[config.mk]
export PLATFORM = sky130hd
export DESIGN_NAME = front_coded_rule_decoder
export DESIGN_NICKNAME = d
export VERILOG_FILES = /design/src/hw/rtl/fcrd_pkg.sv /design/src/hw/rtl/fcrd_ctrl.sv /design/src/hw/rtl/fcrd_dp.sv /design/src/hw/rtl/front_coded_rule_decoder.sv
export SDC_FILE = /design/constraint.sdc
export NUM_CORES = 2
export LEC_CHECK = 0
export BUFFER_PORTS_ARGS = -buffer_cell sky130_fd_sc_hd__buf_2
export CAP_MARGIN = 0
export CORE_ASPECT_RATIO = 1.25
export CORE_MARGIN = 2
export CORE_UTILIZATION = 50
export DETAILED_ROUTE_END_ITERATION = 16
export HOLD_SLACK_MARGIN = 0.1
export MAX_ROUTING_LAYER = met4
export PLACE_DENSITY = 0.64
export SKIP_CTS_REPAIR_TIMING = 1
export SLEW_MARGIN = 20
export SYNTH_ARGS = -nofsm -noshare
export SYNTH_HDL_FRONTEND = slang
export SYNTH_SLANG_ARGS = --single-unit
export TNS_END_PERCENT = 30
[constraint.sdc]
create_clock -name clk -period 6.05 [get_ports clk]
set_clock_uncertainty 0.2 [all_clocks]
set_input_delay 0.3025 -clock clk [delete_from_list [all_inputs] [get_ports clk]]
set_output_delay 0.3025 -clock clk [all_outputs]
set_load 0.02 [all_outputs]
[src/hw/rtl/fcrd_pkg.sv]
// shared types and constants of the front-coded rule decoder
package fcrd_pkg;

	localparam int SYM_W = 16;
	localparam int TOT_W = 32;

	// item command codes
	typedef enum logic {
		CMD_HEADER = 1'b0,
		CMD_SYMBOL = 1'b1
	} cmd_code_t;

	typedef enum logic [1:0] {
		ST_IDLE,
		ST_HDR,
		ST_EMIT,
		ST_SYM
	} state_t;

	// controller to datapath
	typedef struct packed {
		logic capture;
		logic hdr_apply;
		logic rd_first;
		logic rd_next;
		logic emit_replay;
		logic emit_sym;
	} dp_cmd_t;

	// datapath to controller
	typedef struct packed {
		logic plen_zero;
		logic replay_last;
		logic out_free;
	} dp_stat_t;

endpackage

[src/hw/rtl/fcrd_ctrl.sv]
// controller state machine of the front-coded rule decoder
module fcrd_ctrl (
	input  logic               clk,
	input  logic               arst_n,
	input  logic               item_valid,
	output logic               item_ready,
	input  logic               command,
	input  fcrd_pkg::dp_stat_t stat,
	output fcrd_pkg::dp_cmd_t  cmd
);

	fcrd_pkg::state_t state_q;
	fcrd_pkg::state_t state_d;

	always_ff @(posedge clk or negedge arst_n) begin
		if (!arst_n) begin
			state_q <= fcrd_pkg::ST_IDLE;
		end else begin
			state_q <= state_d;
		end
	end

	always_comb begin
		state_d    = state_q;
		item_ready = 1'b0;
		cmd        = '0;
		unique case (state_q)
			fcrd_pkg::ST_IDLE: begin
				item_ready = 1'b1;
				if (item_valid) begin
					cmd.capture = 1'b1;
					if (command == fcrd_pkg::CMD_SYMBOL) begin
						state_d = fcrd_pkg::ST_SYM;
					end else begin
						state_d = fcrd_pkg::ST_HDR;
					end
				end
			end
			fcrd_pkg::ST_HDR: begin
				cmd.hdr_apply = 1'b1;
				if (stat.plen_zero) begin
					state_d = fcrd_pkg::ST_IDLE;
				end else begin
					cmd.rd_first = 1'b1;
					state_d      = fcrd_pkg::ST_EMIT;
				end
			end
			fcrd_pkg::ST_EMIT: begin
				if (stat.out_free) begin
					cmd.emit_replay = 1'b1;
					if (stat.replay_last) begin
						state_d = fcrd_pkg::ST_IDLE;
					end else begin
						cmd.rd_next = 1'b1;
					end
				end
			end
			fcrd_pkg::ST_SYM: begin
				if (stat.out_free) begin
					cmd.emit_sym = 1'b1;
					state_d      = fcrd_pkg::ST_IDLE;
				end
			end
			default: begin
				state_d = fcrd_pkg::ST_IDLE;
			end
		endcase
	end

endmodule

[src/hw/rtl/fcrd_dp.sv]
// datapath of the front-coded rule decoder: totals, rule buffer, result register
module fcrd_dp #(
	parameter int MAX_RULE_LEN = 64,
	parameter int SYMBOL_BITS  = 16
) (
	input  logic                            clk,
	input  logic                            arst_n,
	input  logic                            command,
	input  logic [fcrd_pkg::TOT_W-1:0]      prefix_total,
	input  logic [fcrd_pkg::TOT_W-1:0]      suffix_total,
	input  logic [fcrd_pkg::SYM_W-1:0]      symbol_in,
	input  fcrd_pkg::dp_cmd_t               cmd,
	output fcrd_pkg::dp_stat_t              stat,
	output logic                            result_valid,
	input  logic                            result_ready,
	output logic [fcrd_pkg::SYM_W-1:0]      symbol_out,
	output logic                            rule_first,
	output logic                            last_of_run,
	output logic                            error_flag
);

	localparam int LenW   = $clog2(MAX_RULE_LEN + 1);
	localparam int AddrW  = $clog2(MAX_RULE_LEN);
	localparam int StoreW = (SYMBOL_BITS < fcrd_pkg::SYM_W) ? SYMBOL_BITS : fcrd_pkg::SYM_W;
	localparam logic [LenW-1:0] MaxLen = LenW'(MAX_RULE_LEN);

	// header deltas and captured symbol
	logic [fcrd_pkg::TOT_W-1:0] plen_q;
	logic [fcrd_pkg::TOT_W-1:0] slen_q;
	logic [StoreW-1:0]          sym_q;
	// running totals of the last header
	logic [fcrd_pkg::TOT_W-1:0] last_p_q;
	logic [fcrd_pkg::TOT_W-1:0] last_s_q;
	// rule position state
	logic [LenW-1:0]            wpos_q;
	logic [LenW-1:0]            srem_q;
	logic                       fp_q;
	logic                       err_q;
	logic [LenW-1:0]            rlen_q;
	logic [LenW-1:0]            idx_q;

	logic [StoreW-1:0]          mem [MAX_RULE_LEN];
	logic [StoreW-1:0]          rd_data_q;

	logic                       out_valid_q;
	logic [fcrd_pkg::SYM_W-1:0] out_sym_q;
	logic                       out_first_q;
	logic                       out_last_q;
	logic                       out_err_q;

	logic                       clamp;
	logic [LenW-1:0]            plen_c;
	logic [LenW-1:0]            room;
	logic [LenW-1:0]            slen_c;
	logic [LenW-1:0]            idx_nxt;
	logic [AddrW-1:0]           rd_addr;
	logic                       sym_ok;
	logic                       out_load;

	// clamp prefix to what the previous rule really held, suffix to the room left
	always_comb begin
		clamp   = plen_q > fcrd_pkg::TOT_W'(wpos_q);
		plen_c  = clamp ? wpos_q : plen_q[LenW-1:0];
		room    = MaxLen - plen_c;
		slen_c  = (slen_q > fcrd_pkg::TOT_W'(room)) ? room : slen_q[LenW-1:0];
		idx_nxt = idx_q + LenW'(1);
		rd_addr = cmd.rd_first ? '0 : idx_nxt[AddrW-1:0];
		sym_ok  = (srem_q != '0) && (wpos_q < MaxLen);
		out_load = cmd.emit_replay | cmd.emit_sym;
	end

	assign stat.plen_zero   = (plen_c == '0);
	assign stat.replay_last = (idx_nxt == rlen_q);
	assign stat.out_free    = !out_valid_q || result_ready;

	always_ff @(posedge clk or negedge arst_n) begin
		if (!arst_n) begin
			last_p_q    <= '0;
			last_s_q    <= '0;
			wpos_q      <= '0;
			srem_q      <= '0;
			fp_q        <= 1'b0;
			err_q       <= 1'b0;
			rlen_q      <= '0;
			idx_q       <= '0;
			out_valid_q <= 1'b0;
		end else begin
			if (cmd.capture && command == fcrd_pkg::CMD_HEADER) begin
				last_p_q <= prefix_total;
				last_s_q <= suffix_total;
			end
			if (cmd.hdr_apply) begin
				wpos_q <= plen_c;
				srem_q <= slen_c;
				fp_q   <= 1'b1;
				err_q  <= clamp;
				rlen_q <= plen_c;
				idx_q  <= '0;
			end
			if (cmd.emit_replay) begin
				fp_q  <= 1'b0;
				idx_q <= idx_nxt;
			end
			if (cmd.emit_sym && sym_ok) begin
				fp_q   <= 1'b0;
				wpos_q <= wpos_q + LenW'(1);
				srem_q <= srem_q - LenW'(1);
			end
			if (out_load) begin
				out_valid_q <= 1'b1;
			end else if (result_ready) begin
				out_valid_q <= 1'b0;
			end
		end
	end

	// captured item fields
	always_ff @(posedge clk) begin
		if (cmd.capture) begin
			plen_q <= prefix_total - last_p_q;
			slen_q <= suffix_total - last_s_q;
			sym_q  <= symbol_in[StoreW-1:0];
		end
	end

	// rule buffer, one write and one registered read
	always_ff @(posedge clk) begin
		if (cmd.emit_sym && sym_ok) begin
			mem[wpos_q[AddrW-1:0]] <= sym_q;
		end
		if (cmd.rd_first || cmd.rd_next) begin
			rd_data_q <= mem[rd_addr];
		end
	end

	// result payload
	always_ff @(posedge clk) begin
		if (cmd.emit_replay) begin
			out_sym_q   <= fcrd_pkg::SYM_W'(rd_data_q);
			out_first_q <= fp_q;
			out_last_q  <= stat.replay_last;
			out_err_q   <= err_q;
		end else if (cmd.emit_sym) begin
			out_sym_q   <= sym_ok ? fcrd_pkg::SYM_W'(sym_q) : '0;
			out_first_q <= sym_ok & fp_q;
			out_last_q  <= 1'b1;
			out_err_q   <= !sym_ok;
		end
	end

	assign result_valid = out_valid_q;
	assign symbol_out   = out_sym_q;
	assign rule_first   = out_first_q;
	assign last_of_run  = out_last_q;
	assign error_flag   = out_err_q;

endmodule

[src/hw/rtl/front_coded_rule_decoder.sv]
// top level of the front-coded rule decoder
//
// channel   signals                                         direction
// item      item_valid/item_ready, command, prefix_total,   into block
//           suffix_total, symbol_in
// result    result_valid/result_ready, symbol_out,          out of block
//           rule_first, last_of_run, error_flag
//
// one request at a time: a symbol request emits one result; a header replays its
// prefix symbols one by one through the single read port of the rule buffer
// a header with an empty prefix gives no result and returns to idle from ST_HDR
// arst_n clears totals, positions and flags; the rule buffer is not cleared
// a stalled result holds the controller in ST_EMIT or ST_SYM, which take no new request
module front_coded_rule_decoder #(
	parameter int MAX_RULE_LEN = 64,
	parameter int SYMBOL_BITS  = 16
) (
	input  logic                       clk,
	input  logic                       arst_n,
	// item channel
	input  logic                       item_valid,
	output logic                       item_ready,
	input  logic                       command,
	input  logic [fcrd_pkg::TOT_W-1:0] prefix_total,
	input  logic [fcrd_pkg::TOT_W-1:0] suffix_total,
	input  logic [fcrd_pkg::SYM_W-1:0] symbol_in,
	// result channel
	output logic                       result_valid,
	input  logic                       result_ready,
	output logic [fcrd_pkg::SYM_W-1:0] symbol_out,
	output logic                       rule_first,
	output logic                       last_of_run,
	output logic                       error_flag
);

	fcrd_pkg::dp_cmd_t  dp_cmd;
	fcrd_pkg::dp_stat_t dp_stat;

	// sequencing: capture, header clamp, prefix replay, suffix symbol
	fcrd_ctrl u_ctrl (
		.clk        (clk),
		.arst_n     (arst_n),
		.item_valid (item_valid),
		.item_ready (item_ready),
		.command    (command),
		.stat       (dp_stat),
		.cmd        (dp_cmd)
	);

	// total deltas, rule buffer and the result register
	fcrd_dp #(
		.MAX_RULE_LEN (MAX_RULE_LEN),
		.SYMBOL_BITS  (SYMBOL_BITS)
	) u_dp (
		.clk          (clk),
		.arst_n       (arst_n),
		.command      (command),
		.prefix_total (prefix_total),
		.suffix_total (suffix_total),
		.symbol_in    (symbol_in),
		.cmd          (dp_cmd),
		.stat         (dp_stat),
		.result_valid (result_valid),
		.result_ready (result_ready),
		.symbol_out   (symbol_out),
		.rule_first   (rule_first),
		.last_of_run  (last_of_run),
		.error_flag   (error_flag)
	);

endmodule

==> insert_results.sql <==
INSERT INTO impl_metrics (metric_group, metric, value, unit) VALUES
('outcome', 'status', 'finished, final reports clean', ''),
('global_route', 'track_usage', '27.31', '%'),
('clocking', 'tritoncts.num_buffers', '114', ''),
('routing', 'total_drc_errors_in_the_routed_layout', '0', ''),
('setup_path', 'timing.reg2reg.setup_slack', '0.21', 'ns'),
('timing', 'drv_slew', '0', ''),
('timing', 'finalHoldViolCount', '0', ''),
('yosys', 'async_reset_ff_share', '7.848', '%'),
('placement', 'hpwlAfterDp', '87670', 'um'),
('routing', 'routed_via_density', '6.200', ''),
('setup_path', 'critPathRequiredTime', '6.46', 'ns'),
('timing', 'maximum_clock_frequency', '171.4', 'MHz'),
('timing', 'period_minus_slack', '5.836', 'ns'),
('placement', 'dp.cells', '4689', ''),
('floorplanning', 'initial_cell_density_of_the_core', '50.48', '%'),
('timing', 'slew_headroom', '23.20', '%'),
('timing', 'timing.final.setup_violations', '0', ''),
('finish', 'final_layout_size_suffix_gt1_share', '18.15', '%'),
('setup_path', 'regToRegStartpoint', 'u_dp.wpos_q[5]$_DFFE_PN0P_', ''),
('clocking', 'insertion_delay', '0.73', 'ns'),
('placement', 'dp_worst_setup_slack', '0.3893', 'ns'),
('yosys', 'ys_types', '84', ''),
('finish', 'count_of_non_filler_cells_in_the_finished_layout', '4996', ''),
('power_and_ir_drop', 'static-leakage-power', '0.02019', 'uW'),
('floorplanning', 'placement_rows', '131', ''),
('finish', 'area_growth_syn_to_layout', '14.68', '%'),
('timing', 'final_critical_path_setup_slack', '0.2143', 'ns'),
('setup_path', 'critical_path_arrival', '6.24', 'ns'),
('routing', 'drt_wl_total', '140900', 'um'),
('global_route', 'first_global_vias', '30450', ''),
('floorplanning', 'die-area', '105700', 'um2'),
('clocking', 'cts_tree', 'done', ''),
('power_and_ir_drop', 'cellPowerDensity', '481.8', 'nW/um2'),
('yosys', 'synth.net_count', '3444', ''),
('clocking', 'clock-sinks', '1236', ''),
('yosys', 'ys.flop_type', 'sky130_fd_sc_hd__edfxtp_1', ''),
('routing', 'detail_route.first_pass.iterations', '6', ''),
('global_route', 'first_pass_grt_wire_length', '204600', 'um'),
('floorplanning', 'fp.dieW', '291.2', 'um'),
('floorplanning', 'floorplan.die.height', '363.0', 'um'),
('placement', 'buffer_ports.inserted', '105', ''),
('timing', 'rsz_0062_raised_after_global_routing', 'no', ''),
('setup_path', 'worstSetupPathType', 'flop to flop', ''),
('yosys', 'synth-seq-cells', '1236', ''),
('timing', 'timing_worst_slew_pin_value', '1.152', 'ns'),
('yosys', 'postSynthAreaPerCell', '15.73', 'um2'),
('yosys', 'ys.warnings.count', '0', ''),
('setup_path', 'critical_path.startpoint', 'u_dp.wpos_q[5]$_DFFE_PN0P_', ''),
('routing', 'route.vias.total', '30980', ''),
('clocking', 'max-clock-path-buffers', '3', ''),
('floorplanning', 'pin_count', '106', ''),
('yosys', 'post_synth_inst_count', '3276', ''),
('setup_path', 'timing.reg2reg.worst_path_depth', '16', ''),
('routing', 'routedWlPerCell', '28.21', 'um'),
('routing', 'detailedRoute.firstIterationViolations', '3477', ''),
('timing', 'post-route-period-util', '96.46', '%'),
('min_path', 'worst_hold_path_type', 'input port to flop', ''),
('min_path', 'hold_depth', '2', ''),
('finish', 'layout.nets', '3733', ''),
('global_route', 'grt-ovfl-total', '0', ''),
('clocking', 'clockRootBuffer', 'sky130_fd_sc_hd__clkbuf_16', ''),
('routing', 'drt.antenna.violating_nets', '0', ''),
('clocking', 'clock_transition_time_at_the_flip_flop_clock_pins_of_the_worst_setup_and_hold_paths', '0.07', 'ns'),
('power_and_ir_drop', 'post-layout-total-power', '28480', 'uW'),
('floorplanning', 'core_area', '102100', 'um2'),
('yosys', 'synth-edff-count', '1139', ''),
('global_route', 'number_of_antenna_violations_at_the_first_check_in_global_routing', '3', ''),
('global_route', 'grt_start_max_net_pins', '125', ''),
('yosys', 'syn-cell-area', '51540', 'um2'),
('setup_path', 'timing.critical_path.to_type', 'flop', ''),
('setup_path', 'critical_path.reg2reg.endpoint', 'u_dp.rd_data_q[3]$_DFFE_PP_', ''),
('timing', 'setup_tns', '0', 'ns'),
('setup_path', 'crit_path_start_kind', 'flop', ''),
('placement', 'finalWeightedCongestion', '0.9522', ''),
('min_path', 'min_from', 'symbol_in[1]', ''),
('run', 'timing.max_cap.violations', '0', ''),
('min_path', 'worstHoldEndpoint', 'u_dp.sym_q[1]$_DFFE_PP_', ''),
('setup_path', 'worstPathMaxFanout', '11', ''),
('clocking', 'cts-htree-levels', '3', ''),
('yosys', 'ys_seq_area_share', '71.07', '%'),
('power_and_ir_drop', 'vdd_ir_drop_max', '0.4394', 'mV');
==> state kept, by name (all words and copies together), names as in the netlist, 2 cells and up <==
| signal | count |
|---|---|
| u_dp.rlen_q | 7 |
| u_dp.sym_q | 16 |
| u_dp.wpos_q | 7 |
| u_dp.slen_q | 32 |
| u_ctrl.state_q | 2 |
| u_dp.plen_q | 32 |
| u_dp.rd_data_q | 16 |
| u_dp.srem_q | 7 |
| u_dp.last_p_q | 32 |
| u_dp.symbol_out | 16 |
| u_dp.idx_q | 7 |
| u_dp.mem | 1024 |
| u_dp.last_s_q | 32 |
==> worst max-delay path: stages, from the launching register on <==
cell and delay (ns):
sky130_fd_sc_hd__dfrtp_1 0.53, sky130_fd_sc_hd__inv_2 0.14, sky130_fd_sc_hd__ha_1 0.36, sky130_fd_sc_hd__nand4_1 0.11
sky130_fd_sc_hd__or4b_4 0.50, sky130_fd_sc_hd__o211ai_2 0.15, sky130_fd_sc_hd__nand2_1 0.17, sky130_fd_sc_hd__mux2i_1 0.16
sky130_fd_sc_hd__ha_1 0.27, sky130_fd_sc_hd__nand4_1 0.16, sky130_fd_sc_hd__nor2_1 0.10, sky130_fd_sc_hd__a21boi_2 0.24
sky130_fd_sc_hd__o31ai_4 0.58, sky130_fd_sc_hd__nand3_1 0.68, sky130_fd_sc_hd__buf_4 0.38, sky130_fd_sc_hd__o41ai_1 0.77
sky130_fd_sc_hd__or4_1 0.21
==> per-layer routing <==
layer,global-route usage [%],routed length [um],vias to the layer above
met4,12.41,6441,0
met2,43.37,68720,1451
li1,-,-,13550
met5,-,0,-
met1,35.21,54850,15710
met3,3.924,10940,274
==> synth_stat cells, types with 16 or more instances <==
cell type / number / area (um2)
sky130_fd_sc_hd__a211oi_1: 57 / 427.9
sky130_fd_sc_hd__nand2_1: 169 / 634.4
sky130_fd_sc_hd__a21o_1: 20 / 150.1
sky130_fd_sc_hd__nor3_1: 34 / 170.2
sky130_fd_sc_hd__nor2_1: 226 / 848.3
sky130_fd_sc_hd__xnor2_1: 47 / 411.6
sky130_fd_sc_hd__nand2b_1: 23 / 143.9
sky130_fd_sc_hd__nor2b_1: 30 / 187.7
sky130_fd_sc_hd__a211o_1: 29 / 254.0
sky130_fd_sc_hd__buf_1: 21 / 78.83
sky130_fd_sc_hd__buf_2: 40 / 200.2
sky130_fd_sc_hd__a21oi_1: 68 / 340.3
sky130_fd_sc_hd__a221oi_1: 16 / 140.1
sky130_fd_sc_hd__nand3_1: 56 / 280.3
sky130_fd_sc_hd__o21ai_0: 219 / 1096
sky130_fd_sc_hd__nor4_1: 21 / 131.4
sky130_fd_sc_hd__o221ai_1: 30 / 262.8
sky130_fd_sc_hd__mux2i_1: 70 / 700.7
sky130_fd_sc_hd__o31ai_1: 23 / 172.7
sky130_fd_sc_hd__inv_1: 110 / 412.9
sky130_fd_sc_hd__mux4_2: 128 / 2883
sky130_fd_sc_hd__ha_1: 81 / 1013
sky130_fd_sc_hd__xor2_1: 21 / 183.9
sky130_fd_sc_hd__o22ai_1: 70 / 437.9
sky130_fd_sc_hd__mux2_2: 30 / 337.8
sky130_fd_sc_hd__dfrtp_1: 97 / 2427
sky130_fd_sc_hd__clkbuf_1: 98 / 367.9
sky130_fd_sc_hd__o211ai_1: 20 / 150.1
sky130_fd_sc_hd__o21a_1: 18 / 135.1
sky130_fd_sc_hd__edfxtp_1: 1139 / 34200
==> cell type report <==
type | count | area, um2
Fill cell | 7737 | 43000
Sequential cell | 1236 | 36630
Multi-Input combinational cell | 1761 | 13950
Clock buffer | 131 | 2959
Timing Repair Buffer | 341 | 2600
Tap cell | 1330 | 1664
Clock inverter | 84 | 879.6
Inverter | 111 | 417.9
Antenna cell | 2 | 5.005
==> kinds of logic (layout without fill, tap and decap cells) <==
group / after synthesis / in the layout / synth area share [%]
AO/OA/AOI/OAI: 732 / 732 / 9.848
XOR/XNOR: 68 / 68 / 1.155
adder cells (fa/ha/maj): 83 / 83 / 2.044
buffers and inverters: 279 / 667 / 2.238
flip-flops: 1236 / 1236 / 71.07
multiplexers: 240 / 240 / 7.957
other: 0 / 2 / 0
AND/OR/NAND/NOR: 638 / 638 / 5.692
==> through the flow <==
| stage | instance area (um2) | hold slack (ns) | util [%] |
|---|---|---|---|
| after global routing | 59110 | 0.09764 | 57.89 |
| after global placement | 54340 | 0.2371 | 53.22 |
| after detailed placement | 54360 | 0.2376 | 53.23 |
| after floorplan | 51540 | -0.1931 | - |
| final | 59110 | 0.09599 | 57.89 |
| after CTS | 58200 | -0.5064 | 56.99 |
==> layout by cell type (no fill, tap or decap), types with 90 or more instances in the layout <==
cell type                       Yosys  final
sky130_fd_sc_hd__o21ai_0          219    219
sky130_fd_sc_hd__inv_1            110    108
sky130_fd_sc_hd__nand2_1          169    169
sky130_fd_sc_hd__dlygate4sd3_1      0     90
sky130_fd_sc_hd__dfrtp_1           97     96
sky130_fd_sc_hd__nor2_1           226    212
sky130_fd_sc_hd__buf_4              3    141
sky130_fd_sc_hd__mux4_2           128    128
sky130_fd_sc_hd__edfxtp_1        1139   1139
sky130_fd_sc_hd__buf_2             40    104
sky130_fd_sc_hd__clkbuf_16          0    116
==> how the worst max path moves through the flow <==
stage	end	slack [ns]	cells past startpoint
global route	u_dp.rd_data_q[1]$_DFFE_PP_	0.05	16
finish	u_dp.rd_data_q[3]$_DFFE_PP_	0.21	16
detailed placement	u_dp.rd_data_q[11]$_DFFE_PP_	0.39	17
CTS	u_dp.rd_data_q[1]$_DFFE_PP_	0.37	16
global placement	u_dp.rd_data_q[13]$_DFFE_PP_	0.31	16
floorplan	u_dp.rd_data_q[5]$_DFFE_PP_	1.09	18
==> where the power goes <==
part | total [uW] | internal, uW | switching, uW
logic | 10500 | 3730 | 6770
registers | 10600 | 10300 | 308
clock network | 7400 | 4200 | 3190
total | 28500 | 18200 | 10300
Power figures use the tool's default switching activity.
